--- config.mk ---
export PLATFORM = sky130hd
export DESIGN_NAME = pfb_segments_to_hex_text_unit
export DESIGN_NICKNAME = d
export VERILOG_FILES = /design/src/rtl/pfbhex_pkg.sv /design/src/rtl/pfb_segments_to_hex_text_unit.sv /design/src/rtl/pfbhex_front.sv /design/src/rtl/pfbhex_queue.sv /design/src/rtl/pfbhex_back.sv
export SDC_FILE = /design/constraint.sdc
export NUM_CORES = 1
export LEC_CHECK = 0
export BUFFER_PORTS_ARGS = -buffer_cell sky130_fd_sc_hd__buf_4
export CORE_ASPECT_RATIO = 0.75
export CORE_MARGIN = 2
export CORE_UTILIZATION = 65
export CTS_CLUSTER_DIAMETER = 200
export CTS_CLUSTER_SIZE = 8
export DETAILED_ROUTE_END_ITERATION = 12
export PLACE_DENSITY_LB_ADDON = 0.3
export SETUP_SLACK_MARGIN = 0.4
export SYNTH_ARGS = -nofsm -noshare
export SYNTH_HDL_FRONTEND = slang
export SYNTH_HIERARCHICAL = 1
export SYNTH_SLANG_ARGS = --single-unit
--- constraint.sdc ---
create_clock -name clk -period 16.18 [get_ports clk]
set_input_delay 3.236 -clock clk [delete_from_list [all_inputs] [get_ports clk]]
set_output_delay 3.236 -clock clk [all_outputs]
set_load 0.01 [all_outputs]
--- src/rtl/pfbhex_pkg.sv ---
// ----------------------------------------------------------------------------
// pfbhex_pkg
// Shared types and constants of the binary-font to hex-text converter.
// ----------------------------------------------------------------------------
package pfbhex_pkg;

	localparam int MAX_RES     = 5;
	localparam int RES_CNT_W   = 3;
	localparam int QUEUE_DEPTH = 4;
	localparam int QPTR_W      = 2;
	localparam int QCNT_W      = 3;
	localparam logic [7:0] LINE_CHARS = 8'd78;

	localparam logic [7:0] MARKER     = 8'h80;
	localparam logic [7:0] MARKER_INV = 8'h00;
	localparam logic [7:0] CH_PERCENT = 8'h25;
	localparam logic [7:0] CH_BANG    = 8'h21;
	localparam logic [7:0] CH_CR      = 8'h0D;
	localparam logic [7:0] CH_LF      = 8'h0A;

	localparam logic [7:0] TYPE_TEXT = 8'd1;
	localparam logic [7:0] TYPE_BIN  = 8'd2;
	localparam logic [7:0] TYPE_END  = 8'd3;

	localparam logic [2:0] ST_END_SEGMENT  = 3'd0;
	localparam logic [2:0] ST_PASS_OK      = 3'd1;
	localparam logic [2:0] ST_NO_HEADER    = 3'd2;
	localparam logic [2:0] ST_BAD_MARKER   = 3'd3;
	localparam logic [2:0] ST_BAD_TYPE     = 3'd4;
	localparam logic [2:0] ST_SHORT_HEADER = 3'd5;
	localparam logic [2:0] ST_TRUNCATED    = 3'd6;

	typedef enum logic [2:0] {
		PH_START,
		PH_SECOND,
		PH_PASS,
		PH_HEADER,
		PH_TEXT,
		PH_BINARY,
		PH_DONE
	} phase_t;

	typedef struct packed {
		logic [7:0] out_byte;
		logic       is_status;
		logic [2:0] status;
	} res_t;

	typedef struct packed {
		res_t [MAX_RES-1:0]   items;
		logic [RES_CNT_W-1:0] count;
	} cmd_t;

	function automatic logic [7:0] hex_char(input logic [3:0] d);
		logic [7:0] c;
		if (d < 4'd10) begin
			c = 8'h30 + {4'd0, d};
		end else begin
			c = 8'h41 + {4'd0, d} - 8'd10;
		end
		return c;
	endfunction

endpackage

--- src/rtl/pfb_segments_to_hex_text_unit.sv ---
// ----------------------------------------------------------------------------
// pfb_segments_to_hex_text_unit
// Converts a binary Type 1 font byte stream into hex text, one character
// per output transfer, with a final status item.
//
//   channel  dir  tdata                          tuser      tlast
//   s_*      in   [7:0] in_byte                  -          end_of_file
//   m_*      out  [7:0] out_byte, [10:8] status  is_status  last_of_run
//   cfg_*    in   cfg_wdata = inverted_header_mode (write on cfg_wen)
//
// One input transfer per cycle while the command queue has room; each byte
// turns into zero to five output transfers, one per cycle while m_tready
// is high, set by the output serializer (a binary byte gives two to five
// transfers, a text byte one or two).
// Reset clears parser state, queue and output register; the header mode
// resets to 0. Output stalls fill the four-entry queue before s_tready drops.
// ----------------------------------------------------------------------------
module pfb_segments_to_hex_text_unit #(
	parameter int LENGTH_BITS = 32
) (
	input  logic        clk,
	input  logic        arst_n,
	input  logic        cfg_wen,
	input  logic        cfg_wdata,
	input  logic        s_tvalid,
	output logic        s_tready,
	input  logic [7:0]  s_tdata,   // [7:0] in_byte
	input  logic        s_tlast,
	output logic        m_tvalid,
	input  logic        m_tready,
	output logic [15:0] m_tdata,   // [7:0] out_byte, [10:8] status, rest zero
	output logic        m_tuser,   // [0] is_status
	output logic        m_tlast
);

	logic             q_full;
	logic             q_push;
	pfbhex_pkg::cmd_t q_cmd;
	logic             q_pop;
	logic             head_valid;
	pfbhex_pkg::cmd_t head_cmd;
	pfbhex_pkg::res_t out_res;

	pfbhex_front #(
		.LENGTH_BITS(LENGTH_BITS)
	) u_front (
		.clk         (clk),
		.arst_n      (arst_n),
		.cfg_wen     (cfg_wen),
		.cfg_wdata   (cfg_wdata),
		.in_valid    (s_tvalid),
		.in_ready    (s_tready),
		.in_byte     (s_tdata),
		.end_of_file (s_tlast),
		.q_full      (q_full),
		.q_push      (q_push),
		.q_cmd       (q_cmd)
	);

	pfbhex_queue u_queue (
		.clk        (clk),
		.arst_n     (arst_n),
		.push       (q_push),
		.push_cmd   (q_cmd),
		.full       (q_full),
		.pop        (q_pop),
		.head_valid (head_valid),
		.head_cmd   (head_cmd)
	);

	pfbhex_back u_back (
		.clk        (clk),
		.arst_n     (arst_n),
		.head_valid (head_valid),
		.head_cmd   (head_cmd),
		.pop        (q_pop),
		.out_valid  (m_tvalid),
		.out_ready  (m_tready),
		.out_res    (out_res),
		.out_last   (m_tlast)
	);

	assign m_tdata = {5'd0, out_res.status, out_res.out_byte};
	assign m_tuser = out_res.is_status;

endmodule

--- src/rtl/pfbhex_front.sv ---
// ----------------------------------------------------------------------------
// pfbhex_front
// Parses the input byte stream and turns each byte into a command of up to
// five result items for the back end.
// ----------------------------------------------------------------------------
module pfbhex_front #(
	parameter int LENGTH_BITS = 32
) (
	input  logic                clk,
	input  logic                arst_n,
	input  logic                cfg_wen,
	input  logic                cfg_wdata,
	input  logic                in_valid,
	output logic                in_ready,
	input  logic [7:0]          in_byte,
	input  logic                end_of_file,
	input  logic                q_full,
	output logic                q_push,
	output pfbhex_pkg::cmd_t    q_cmd
);

	localparam logic [31:0] LEN_LIM = 32'((64'd1 << LENGTH_BITS) - 64'd1);

	typedef struct packed {
		pfbhex_pkg::phase_t     phase;
		logic [7:0]             held;
		logic [2:0]             hcnt;
		logic                   seg_bin;
		logic [31:0]            len_shift;
		logic [LENGTH_BITS-1:0] remaining;
		logic [7:0]             line_pos;
	} st_t;

	typedef struct packed {
		st_t              st;
		pfbhex_pkg::cmd_t cmd;
	} ctx_t;

	st_t  st_q;
	logic mode_q;
	ctx_t nxt;
	logic accept;

	function automatic ctx_t emit(input ctx_t c, input logic [7:0] ch, input logic is_s,
			input logic [2:0] code);
		ctx_t r;
		r = c;
		if (r.cmd.count < pfbhex_pkg::RES_CNT_W'(pfbhex_pkg::MAX_RES)) begin
			r.cmd.items[r.cmd.count].out_byte  = ch;
			r.cmd.items[r.cmd.count].is_status = is_s;
			r.cmd.items[r.cmd.count].status    = code;
			r.cmd.count = r.cmd.count + 3'd1;
		end
		return r;
	endfunction

	function automatic ctx_t finish(input ctx_t c, input logic [2:0] code);
		ctx_t r;
		r = emit(c, 8'h00, 1'b1, code);
		r.st.phase = pfbhex_pkg::PH_DONE;
		return r;
	endfunction

	function automatic ctx_t segment_end(input ctx_t c);
		ctx_t r;
		r = c;
		if (r.st.seg_bin && r.st.line_pos != 8'd0) begin
			r = emit(r, pfbhex_pkg::CH_LF, 1'b0, pfbhex_pkg::ST_END_SEGMENT);
			r.st.line_pos = 8'd0;
		end
		r.st.phase = pfbhex_pkg::PH_HEADER;
		r.st.hcnt  = 3'd0;
		return r;
	endfunction

	function automatic ctx_t after_payload(input ctx_t c, input logic eof);
		ctx_t r;
		r = c;
		if (r.st.remaining == '0) begin
			r = segment_end(r);
			if (eof) r = finish(r, pfbhex_pkg::ST_NO_HEADER);
		end else if (eof) begin
			r = segment_end(r);
			r = finish(r, pfbhex_pkg::ST_TRUNCATED);
		end
		return r;
	endfunction

	function automatic ctx_t header_byte(input ctx_t c, input logic [7:0] b, input logic eof,
			input logic mode);
		ctx_t        r;
		logic [7:0]  v;
		logic [1:0]  k;
		logic [31:0] lsh;
		r   = c;
		v   = mode ? ~b : b;
		k   = 2'(r.st.hcnt - 3'd2);
		lsh = r.st.len_shift;
		case (r.st.hcnt) inside
			3'd0: begin
				if (eof) begin
					r = finish(r, pfbhex_pkg::ST_NO_HEADER);
				end else if (b != (mode ? pfbhex_pkg::MARKER_INV : pfbhex_pkg::MARKER)) begin
					r = finish(r, pfbhex_pkg::ST_BAD_MARKER);
				end else begin
					r.st.hcnt = 3'd1;
				end
			end
			3'd1: begin
				r.st.seg_bin = (v == pfbhex_pkg::TYPE_BIN);
				if (v == pfbhex_pkg::TYPE_TEXT || v == pfbhex_pkg::TYPE_BIN) begin
					r.st.hcnt      = 3'd2;
					r.st.len_shift = 32'd0;
					if (eof) r = finish(r, pfbhex_pkg::ST_SHORT_HEADER);
				end else if (v == pfbhex_pkg::TYPE_END) begin
					r = finish(r, pfbhex_pkg::ST_END_SEGMENT);
				end else begin
					r = finish(r, pfbhex_pkg::ST_BAD_TYPE);
				end
			end
			[3'd2:3'd5]: begin
				lsh[k*8 +: 8]  = lsh[k*8 +: 8] | v;
				r.st.len_shift = lsh;
				r.st.hcnt      = r.st.hcnt + 3'd1;
				if (r.st.hcnt == 3'd6) begin
					r.st.remaining = (lsh > LEN_LIM) ? LEN_LIM[LENGTH_BITS-1:0]
						: lsh[LENGTH_BITS-1:0];
					r.st.phase = r.st.seg_bin ? pfbhex_pkg::PH_BINARY : pfbhex_pkg::PH_TEXT;
					r = after_payload(r, eof);
				end else if (eof) begin
					r = finish(r, pfbhex_pkg::ST_SHORT_HEADER);
				end
			end
			default: r = finish(r, pfbhex_pkg::ST_SHORT_HEADER);
		endcase
		return r;
	endfunction

	function automatic st_t clear_st();
		st_t s;
		s           = '0;
		s.phase     = pfbhex_pkg::PH_START;
		return s;
	endfunction

	always_comb begin
		nxt            = '0;
		nxt.st         = st_q;
		nxt.cmd.count  = '0;
		unique case (st_q.phase)
			pfbhex_pkg::PH_START: begin
				if (end_of_file) begin
					nxt = finish(nxt, pfbhex_pkg::ST_NO_HEADER);
				end else begin
					nxt.st.held  = in_byte;
					nxt.st.phase = pfbhex_pkg::PH_SECOND;
				end
			end
			pfbhex_pkg::PH_SECOND: begin
				if (st_q.held == pfbhex_pkg::CH_PERCENT && in_byte == pfbhex_pkg::CH_BANG) begin
					nxt = emit(nxt, pfbhex_pkg::CH_PERCENT, 1'b0, pfbhex_pkg::ST_END_SEGMENT);
					nxt = emit(nxt, pfbhex_pkg::CH_BANG, 1'b0, pfbhex_pkg::ST_END_SEGMENT);
					nxt.st.phase = pfbhex_pkg::PH_PASS;
					if (end_of_file) nxt = finish(nxt, pfbhex_pkg::ST_PASS_OK);
				end else begin
					nxt.st.phase = pfbhex_pkg::PH_HEADER;
					nxt.st.hcnt  = 3'd0;
					nxt = header_byte(nxt, st_q.held, 1'b0, mode_q);
					if (nxt.st.phase == pfbhex_pkg::PH_HEADER) begin
						nxt = header_byte(nxt, in_byte, end_of_file, mode_q);
					end
				end
			end
			pfbhex_pkg::PH_PASS: begin
				nxt = emit(nxt, in_byte, 1'b0, pfbhex_pkg::ST_END_SEGMENT);
				if (end_of_file) nxt = finish(nxt, pfbhex_pkg::ST_PASS_OK);
			end
			pfbhex_pkg::PH_HEADER: begin
				nxt = header_byte(nxt, in_byte, end_of_file, mode_q);
			end
			pfbhex_pkg::PH_TEXT: begin
				nxt = emit(nxt, (in_byte == pfbhex_pkg::CH_CR) ? pfbhex_pkg::CH_LF : in_byte,
					1'b0, pfbhex_pkg::ST_END_SEGMENT);
				nxt.st.remaining = nxt.st.remaining - LENGTH_BITS'(1);
				nxt = after_payload(nxt, end_of_file);
			end
			pfbhex_pkg::PH_BINARY: begin
				if (nxt.st.line_pos >= pfbhex_pkg::LINE_CHARS && nxt.st.line_pos != 8'd0) begin
					nxt = emit(nxt, pfbhex_pkg::CH_LF, 1'b0, pfbhex_pkg::ST_END_SEGMENT);
					nxt.st.line_pos = 8'd0;
				end
				nxt = emit(nxt, pfbhex_pkg::hex_char(in_byte[7:4]), 1'b0,
					pfbhex_pkg::ST_END_SEGMENT);
				nxt = emit(nxt, pfbhex_pkg::hex_char(in_byte[3:0]), 1'b0,
					pfbhex_pkg::ST_END_SEGMENT);
				nxt.st.line_pos  = nxt.st.line_pos + 8'd2;
				nxt.st.remaining = nxt.st.remaining - LENGTH_BITS'(1);
				nxt = after_payload(nxt, end_of_file);
			end
			default: begin
			end
		endcase
		if (end_of_file) nxt.st = clear_st();
	end

	always_comb begin
		in_ready = !q_full;
		accept   = in_valid && in_ready;
		q_push   = accept && (nxt.cmd.count != '0);
		q_cmd    = nxt.cmd;
	end

	always_ff @(posedge clk or negedge arst_n) begin
		if (!arst_n) begin
			st_q   <= clear_st();
			mode_q <= 1'b0;
		end else begin
			if (accept) st_q <= nxt.st;
			if (cfg_wen) mode_q <= cfg_wdata;
		end
	end

endmodule

--- src/rtl/pfbhex_queue.sv ---
// ----------------------------------------------------------------------------
// pfbhex_queue
// Short command queue between the parser and the output serializer.
// ----------------------------------------------------------------------------
module pfbhex_queue (
	input  logic             clk,
	input  logic             arst_n,
	input  logic             push,
	input  pfbhex_pkg::cmd_t push_cmd,
	output logic             full,
	input  logic             pop,
	output logic             head_valid,
	output pfbhex_pkg::cmd_t head_cmd
);

	pfbhex_pkg::cmd_t                  mem_q [pfbhex_pkg::QUEUE_DEPTH];
	logic [pfbhex_pkg::QPTR_W-1:0]     wr_ptr_q;
	logic [pfbhex_pkg::QPTR_W-1:0]     rd_ptr_q;
	logic [pfbhex_pkg::QCNT_W-1:0]     count_q;

	assign full       = (count_q == pfbhex_pkg::QCNT_W'(pfbhex_pkg::QUEUE_DEPTH));
	assign head_valid = (count_q != '0);
	assign head_cmd   = mem_q[rd_ptr_q];

	always_ff @(posedge clk) begin
		if (push) mem_q[wr_ptr_q] <= push_cmd;
	end

	always_ff @(posedge clk or negedge arst_n) begin
		if (!arst_n) begin
			wr_ptr_q <= '0;
			rd_ptr_q <= '0;
			count_q  <= '0;
		end else begin
			if (push) wr_ptr_q <= wr_ptr_q + pfbhex_pkg::QPTR_W'(1);
			if (pop) rd_ptr_q <= rd_ptr_q + pfbhex_pkg::QPTR_W'(1);
			case ({push, pop})
				2'b10:   count_q <= count_q + pfbhex_pkg::QCNT_W'(1);
				2'b01:   count_q <= count_q - pfbhex_pkg::QCNT_W'(1);
				default: count_q <= count_q;
			endcase
		end
	end

endmodule

--- src/rtl/pfbhex_back.sv ---
// ----------------------------------------------------------------------------
// pfbhex_back
// Serializes queued commands into single result items through an output
// register.
// ----------------------------------------------------------------------------
module pfbhex_back (
	input  logic             clk,
	input  logic             arst_n,
	input  logic             head_valid,
	input  pfbhex_pkg::cmd_t head_cmd,
	output logic             pop,
	output logic             out_valid,
	input  logic             out_ready,
	output pfbhex_pkg::res_t out_res,
	output logic             out_last
);

	logic [pfbhex_pkg::RES_CNT_W-1:0] idx_q;
	logic                             valid_q;
	pfbhex_pkg::res_t                 res_q;
	logic                             last_q;
	logic                             load;
	logic                             is_last;

	always_comb begin
		load    = head_valid && (!valid_q || out_ready);
		is_last = (idx_q == head_cmd.count - 3'd1);
		pop     = load && is_last;
	end

	assign out_valid = valid_q;
	assign out_res   = res_q;
	assign out_last  = last_q;

	always_ff @(posedge clk) begin
		if (load) begin
			res_q  <= head_cmd.items[idx_q];
			last_q <= is_last;
		end
	end

	always_ff @(posedge clk or negedge arst_n) begin
		if (!arst_n) begin
			idx_q   <= '0;
			valid_q <= 1'b0;
		end else begin
			if (!valid_q || out_ready) valid_q <= head_valid;
			if (load) idx_q <= is_last ? '0 : idx_q + 3'd1;
		end
	end

endmodule

==> qor.yml, run 1 <==
worstMarginPinSlew_ns: 1.16
post_synth_edffs: 265
crit_path_end_kind: "flip-flop"
reg2reg_from: "u_front/st_q[73]"
run_status: "finished, final reports clean"
power_leakage_nw: 7.54
rows: 53
worstRegToRegCells: 14
detailedPlacementHpwl_um: 33700
diodes: 0
period_needed_ns: 7.38
max-vdd-ir-drop_uv: 139
worst_hold_path_type: "flip-flop to flip-flop"
drt_pass_1_iters: 7
critPathArrivalTime_ns: 7.56
p_sw_frac: 0.385
drc: 0
grtUsageTotal: 0.361
synth_compound_gate_area_share: 0.121
synth_top_family_by_area: "compound AO/OA/AOI/OAI gates"
buf_inv_on_cp: 2
worst_hold_slack_ns: 0.485
ctsHoldBuffers: 0
r2r_end: "u_queue/mem_q[0][8]"
synth-adder-area-share: 0.0223
die_area_um2: 30400
p_int_mw: 2.43
hold_depth: 2
placedInstanceArea_um2: 18900
cts_tree: "yes"
finalCritPeriodShare: 0.456
post_synthesis_cell_type_count: 86
critical_path.top_delay_family: "simple AND/OR/NAND/NOR gates"
grt_pass1_vias: 12914
layout.core_utilization: 0.720
share_of_power_burned_in_the_clock_network: 0.255
final-hold-violation-count: 0
final_antenna_net_count: 0
setup.worst_path.class: "primary input to flip-flop"
synth-xor-area-share: 0.0165
final_setup_fails: 0
vias: 13514
worst_path_largest_cell_delay_ns: 0.76
path_cells: "buf_4 -> xor2_1 -> or2_2 -> a2111o_1 -> nor4_1 -> nand4_1 -> mux2i_1 -> nor4_1 -> a2111o_1 -> o31a_1 -> and2_2 -> buf_4"
grt_pass1_wl_um: 81000
timing.critical_path.fanout_max: 63
worst_hold_startpoint: "u_front/st_q[80]"
timing.max_slew.rel_slack: 0.224
cap_violations: 0
synth_seq_area_share: 0.553
area_of_the_mapped_netlist_um2: 18900
p_sw_mw: 1.52
clock_transition_time_at_the_flip_flop_clock_pins_of_the_worst_setup_and_hold_paths_ns: 0.05
pwr_dens_nw_per_um2: 194
synth-warning-count: 6
chipHeight_um: 152
globalRouteOverflowTotal: 0
avgRoutedWirePerCell_um: 28.0
via_per_inst: 7.03
cts_resized: 0
crit_path_top_delay_cell: "buf_4"
io_pins: 35
setup_repair_after_global_routing_missed_its_margin: "false"
ys_dominant_reg_cell: "edfxtp_1"
power.share.sequential: 0.354
start_util: 0.666
setup_tns_ns: 0
antenna_found_initial: 0
rrSetupSlack_ns: 9.80
globalplace.congestion: 0.980
post_layout_instance_area_um2: 20400
worst_hold_path_endpoint: "u_front/st_q[80]"
layout-drive-gt1-share: 0.137
wirelength_um: 53800
post_synth_inst_count: 1534
finClkSkew_ns: 0.0390
area_growth_pct: 8.06
synth_simple_gate_area_share: 0.111
die-width_um: 201
finalNetCount: 1549
clk_root_buffer_cell: "clkbuf_16"
postSynth.asyncResetShare: 0.272
syn_area_per_cell_um2: 12.3
cts_made_buffers: 51
timing.fmax_mhz: 136
core_region_area_um2: 28300
maxSlewViolCount: 0
insertion_delay_ns: 0.59
buffer_ports.inserted: 29
drtIter0Drc: 2168
htree_num_levels: 2
cts.path.max_buffers: 3
power.combinational.fraction: 0.390
post-cts-setup-buffer-count: 0
cts.sinks: 364
multiplexer_share_of_the_synthesized_area: 0.113
worst_setup_path_start_kind: "primary input"
pin_count_of_the_biggest_net_entering_global_routing: 66
synth.ff_latch_count: 364
nFillCells: 1842
critical_path_required_ns: 16.36
-- synth_stat cells, types with 5 or more instances --
library cell | number | share of area
clkbuf_1 | 61 | 0.012
nor2_1 | 101 | 0.020
nand2b_1 | 19 | 0.0063
buf_4 | 69 | 0.027
and2_1 | 16 | 0.0053
mux4_1 | 10 | 0.014
o211ai_1 | 6 | 0.0024
a22oi_1 | 8 | 0.0032
a221o_1 | 6 | 0.0032
edfxtp_1 | 265 | 0.42
o2bb2ai_1 | 12 | 0.0056
o22ai_1 | 26 | 0.0086
xor2_1 | 22 | 0.010
nor4_1 | 31 | 0.010
nor3_1 | 30 | 0.0080
nor2b_1 | 20 | 0.0066
nand3_1 | 29 | 0.0077
buf_2 | 15 | 0.0040
a32oi_1 | 8 | 0.0037
or3_1 | 6 | 0.0020
mux2i_1 | 8 | 0.0042
a31oi_1 | 6 | 0.0020
a22o_1 | 16 | 0.0074
buf_6 | 8 | 0.0048
dfrtp_1 | 99 | 0.13
o2111ai_1 | 7 | 0.0032
nand4_1 | 13 | 0.0043
inv_1 | 64 | 0.013
nand2_1 | 113 | 0.022
o21ai_0 | 131 | 0.035
mux2_2 | 13 | 0.0078
a21oi_1 | 63 | 0.017
mux4_2 | 73 | 0.087
or4_1 | 5 | 0.0020
ha_1 | 32 | 0.021
o21a_1 | 9 | 0.0036
o31a_1 | 5 | 0.0023
o31ai_1 | 8 | 0.0032
xnor2_1 | 11 | 0.0051
-- layer usage --
layer / wire [µm] / global-route usage / vias up
li1: - / - / 5698
met1: 21100 / 0.515 / 6656
met2: 22800 / 0.517 / 1039
met3: 8560 / 0.148 / 121
met4: 1350 / 0.0919 / 0
met5: 0 / 0 / -
-- worst reg2reg max path: stages, from the launching register on --
cell and delay, ns:
dfrtp_1 1.02, inv_1 0.37, ha_1 0.50, nor4b_1 0.23
buf_4 0.21, o21a_1 0.13, a2111o_1 0.35, nor4_1 0.46
nand4_1 0.60, mux2i_1 0.27, nor4_1 0.27, a2111o_1 0.19
o31a_1 0.36, and2_2 0.21, buf_4 0.76
-- cell usage in the layout (no fill, tap or decap), types with 13 or more instances in the layout --
| cell | Yosys | routed |
|---|---|---|
| xor2_1 | 22 | 22 |
| mux4_2 | 73 | 73 |
| o22ai_1 | 26 | 26 |
| nor2b_1 | 20 | 19 |
| clkbuf_16 | 0 | 51 |
| nand4_1 | 13 | 13 |
| ha_1 | 32 | 32 |
| nand2b_1 | 19 | 19 |
| nand2_1 | 113 | 113 |
| edfxtp_1 | 265 | 265 |
| nor4_1 | 31 | 31 |
| nand3_1 | 29 | 29 |
| nor2_1 | 101 | 101 |
| dfrtp_1 | 99 | 97 |
| o21ai_0 | 131 | 131 |
| clkbuf_1 | 61 | 35 |
| mux2_2 | 13 | 13 |
| conb_1 | 2 | 23 |
| a22o_1 | 16 | 16 |
| nor3_1 | 30 | 30 |
| buf_4 | 69 | 49 |
| a21oi_1 | 63 | 63 |
| inv_1 | 64 | 64 |
-- per-stage QoR --
step	total power [mW]	setup WS, ns	std cells
floorplan	2.48	8.71	1555
global placement	2.83	8.58	1833
detailed placement	2.86	8.45	1833
CTS	3.91	8.99	1923
global route	4.12	8.73	1923
finish	3.95	8.80	1923
-- power groups by stage --
stage / clock network, mW / logic, mW / registers (mW)
4_1_cts: 1.02 / 1.50 / 1.40
3_3_place_gp: 0 / 1.44 / 1.39
2_1_floorplan: 0 / 1.16 / 1.32
6_report: 1.01 / 1.54 / 1.40
5_1_grt: 1.05 / 1.65 / 1.42
3_5_place_dp: 0 / 1.46 / 1.40
-- registers in the layout, indices dropped and copies added, names as in the netlist, 2 cells and up --
signal and flops:
u_back/idx_q 3, u_back/out_res 12, u_front/st_q 87, u_queue/rd_ptr_q 2, u_queue/count_q 3, u_queue/wr_ptr_q 2, u_queue/mem_q 252
-- final cells by class --
| cell class | count | area [µm²] | area share |
|---|---|---|---|
| multi-input cells | 969 | 7340 | 0.360 |
| inverters | 66 | 248 | 0.0121 |
| repair buffers | 49 | 368 | 0.0180 |
| clock buffers | 86 | 1410 | 0.0690 |
| clock inverters | 4 | 106 | 0.00522 |
| flip-flops and latches | 364 | 10400 | 0.512 |
| well taps | 385 | 482 | 0.0236 |
-- how the worst max path moves through the flow --
stage | startpoint | endpoint | slack (ns) | cells past startpoint
6_report | s_tdata[6] | u_queue/mem_q[0][8] | 8.80 | 12
5_1_grt | s_tdata[6] | u_queue/mem_q[0][8] | 8.73 | 12
4_1_cts | s_tdata[6] | u_queue/mem_q[0][44] | 8.99 | 12
3_5_place_dp | s_tdata[6] | u_queue/mem_q[0][9] | 8.45 | 12
3_3_place_gp | s_tdata[6] | u_queue/mem_q[3][45] | 8.58 | 12
2_1_floorplan | s_tdata[0] | u_queue/mem_q[1][0] | 8.71 | 12
-- cell families (layout without fill, tap and decap cells) --
| kind of cell | count (synthesis) | count (layout) |
|---|---|---|
| muxes | 104 | 104 |
| DFF | 364 | 364 |
| and+or+nand+nor | 417 | 417 |
| AOI/OAI and AO/OA | 358 | 358 |
| other | 2 | 23 |
| buffers and inverters | 222 | 205 |
| xor gates and xnor gates | 34 | 34 |
| adders and majority gates | 33 | 33 |
Power figures use the tool's default switching activity.
==> inputs of run 2 (changes only) <==
- CORE_UTILIZATION: 65 -> 58
- clock period: 16.18 -> 6.6 ns (I/O delays scaled with it)
==> run 2 against run 1 <==
Net effect:
- via count shrank 4.6%
- power grew 140%
- utilization shrank 8.5 points
- clock-buffer cell count shrank 12
- clock skew shrank 0.0085 ns
- critical path type is now flip-flop to flip-flop
- critical endpoint is now u_queue/mem_q[1][47]
- highest routed layer unchanged
==> qor.yml, run 2 (synthesis gave the netlist of run 1 again) <==
ctsHoldBuffers: 0  # unchanged
reg2reg_from: "u_front/st_q[4]"
p_sw_frac: 0.374  # -0.0108
p_int_mw: 5.96  # +140%
via_per_inst: 6.54  # -7.0%
drc: 0  # unchanged
start_util: 0.585  # -0.0810
rrSetupSlack_ns: 0.64  # -9.16 ns
critPathLaunch: "u_front/st_q[4]"
core_region_area_um2: 32200  # +14%
worstMarginPinSlew_ns: 1.18  # +0.0257 ns
finalCritPeriodShare: 0.903
final-seq-area_um2: 10400  # unchanged
layout_common_cells: "edfxtp_1 (265), o21ai_0 (131), nand2_1 (113)"
cts.path.max_buffers: 3  # unchanged
drtIter0Drc: 1813  # -16%
nFillCells: 2423  # +32%
avgRoutedWirePerCell_um: 24.4  # -13%
crit_path_top_delay_cell: "o41ai_1"
antenna_found_initial: 1  # +1
cts_made_buffers: 51  # unchanged
mostFrequentLayoutCell: "edfxtp_1"
path_cells: "nor2_1 -> nand2_1 -> a21oi_1 -> nand2_1 -> inv_1 -> ha_1 -> nor4_1 -> nand3b_1 -> o41ai_1 -> ha_1 -> o21ai_0 -> a32oi_1 -> o22ai_1 -> a2111o_1 -> o31a_1 -> and2_2 -> buf_4"
critPathArrivalTime_ns: 6.14  # -1.42 ns
crit_path_end_kind: "flip-flop"
share_of_power_burned_in_the_clock_network: 0.254  # about the same
grtUsageTotal: 0.291  # -0.0701
max_flop_register: "u_queue/mem_q"
power.share.sequential: 0.352  # -0.002
final_setup_fails: 0  # unchanged
setup_repair_after_global_routing_missed_its_margin: "false"
largest_register_ff_count: 252  # unchanged
period_needed_ns: 5.96
vias: 12889  # -4.6%
clk_root_buffer_cell: "clkbuf_16"
pin_count_of_the_biggest_net_entering_global_routing: 64  # -3.0%
r2r_end: "u_queue/mem_q[1][47]"
run_status: "finished, final reports clean"
timing.critical_path.fanout_max: 63  # unchanged
cap_violations: 0  # unchanged
chipHeight_um: 160  # +5.7%
insertion_delay_ns: 0.58  # about the same
detailedPlacementHpwl_um: 31200  # -7.6%
worst_path_largest_cell_delay_ns: 0.76  # about the same
area_growth_pct: 8.43
io_pins: 35  # unchanged
final-hold-violation-count: 0  # unchanged
power.combinational.fraction: 0.394  # +0.004
final_antenna_net_count: 0  # unchanged
finalNetCount: 1553  # +0.26%
timing.max_slew.rel_slack: 0.201  # -0.0230
drt_pass_1_iters: 6  # -1
max-vdd-ir-drop_uv: 266  # +91%
critical_path_required_ns: 6.78  # -9.58 ns
grt_pass1_vias: 12413  # -3.9%
timing.fmax_mhz: 168
wirelength_um: 48100  # -11%
p_sw_mw: 3.56  # +130%
power_leakage_nw: 7.55  # +0.17%
setup_tns_ns: 0  # unchanged
worstRegToRegCells: 17  # +3
critPathCapture: "u_queue/mem_q[1][47]"
globalplace.congestion: 0.986  # +0.64%
clock_transition_time_at_the_flip_flop_clock_pins_of_the_worst_setup_and_hold_paths_ns: 0.06  # about the same
die-width_um: 212  # +5.7%
setup.worst_path.class: "flip-flop to flip-flop"
grt_pass1_wl_um: 74700  # -7.8%
area_of_the_multi_input_gates_um2: 7340  # unchanged
worst_setup_path_start_kind: "flip-flop"
pwr_dens_nw_per_um2: 465  # +140%
buffer_ports.inserted: 29  # unchanged
fin_total_pwr_mw: 9.51  # +140%
worst_hold_path_type: "flip-flop to flip-flop"
cts_tree: "yes"
cts.sinks: 364  # unchanged
htree_num_levels: 2  # unchanged
maxSlewViolCount: 0  # unchanged
die_area_um2: 34000  # +12%
finClkSkew_ns: 0.0304  # -0.00854 ns
globalRouteOverflowTotal: 0  # unchanged
layout-drive-gt1-share: 0.141  # +0.00342
rows: 57  # +7.5%
## run 2: cell types whose count changed in the layout (fill, tap and decap cells not counted), sizes merged
cell and delta:
clkbuf -12, buf +4, clkinv -2, diode +1
inv +1
## run 2: power groups by stage
| stage | Combinational (mW) | Clock [mW] | Sequential, mW |
|---|---|---|---|
| final | 3.74 | 2.42 | 3.35 |
| after global routing | 4.04 | 2.56 | 3.40 |
| after CTS | 3.67 | 2.46 | 3.36 |
| after detailed placement | 3.62 | 0 | 3.38 |
| after global placement | 3.58 | 0 | 3.36 |
| after floorplan | 2.83 | 0 | 3.24 |
## run 2: layout make-up
| cell class | count | share of cell area |
|---|---|---|
| antenna | 1 | 0.000122 |
| clock buffer | 74 | 0.0676 |
| clock inverter | 3 | 0.00391 |
| inverter | 66 | 0.0121 |
| multi-input combinational | 969 | 0.359 |
| sequential | 364 | 0.510 |
| tap | 442 | 0.0270 |
| timing repair buffer | 53 | 0.0202 |
## run 2: routing by layer
metal	GRT usage	vias up	routed length [µm]
li1	-	5685	-
met1	0.455	6364	21100
met2	0.392	768	19900
met3	0.0973	72	6240
met4	0.0677	0	849
met5	0	-	0
## run 2: through the flow
step	utilization	cell area, µm²	instances	hold slack [ns]	worst slack (ns)
final	0.635	20500	1972	0.484	0.641
after global routing	0.635	20500	1971	0.515	0.400
after CTS	0.635	20500	1971	0.488	0.790
after detailed placement	0.589	19000	1894	0.477	0.873
after global placement	0.589	19000	1894	0.465	1.19
after floorplan	-	18900	1555	0.449	1.04
## run 2: repair_timing
| action | in CTS | in global routing |
|---|---|---|
| resized for setup | 0 | 1 |
| setup endpoints to repair | 0 | 5 |
| setup buffers | 0 | 0 |
## run 2: how the worst min path moves through the flow
stage	start	to	cells past startpoint	slack (ns)
2_1_floorplan	u_queue/count_q[2]	u_queue/count_q[2]	1	0.45
3_3_place_gp	u_front/st_q[77]	u_front/st_q[77]	2	0.46
3_5_place_dp	u_front/st_q[80]	u_front/st_q[80]	2	0.48
4_1_cts	u_front/st_q[80]	u_front/st_q[80]	2	0.49
5_1_grt	u_front/st_q[80]	u_front/st_q[80]	2	0.52
6_report	u_queue/count_q[2]	u_queue/count_q[2]	1	0.48
## run 2: worst max-delay path: cells and delay by family, from the launching register on
family          cells  cell delay [ns]
fa+ha+maj           2             0.67
buf+inv             2             0.82
simple gates        6             1.20
compound gates      7             2.31
flops               1             0.44
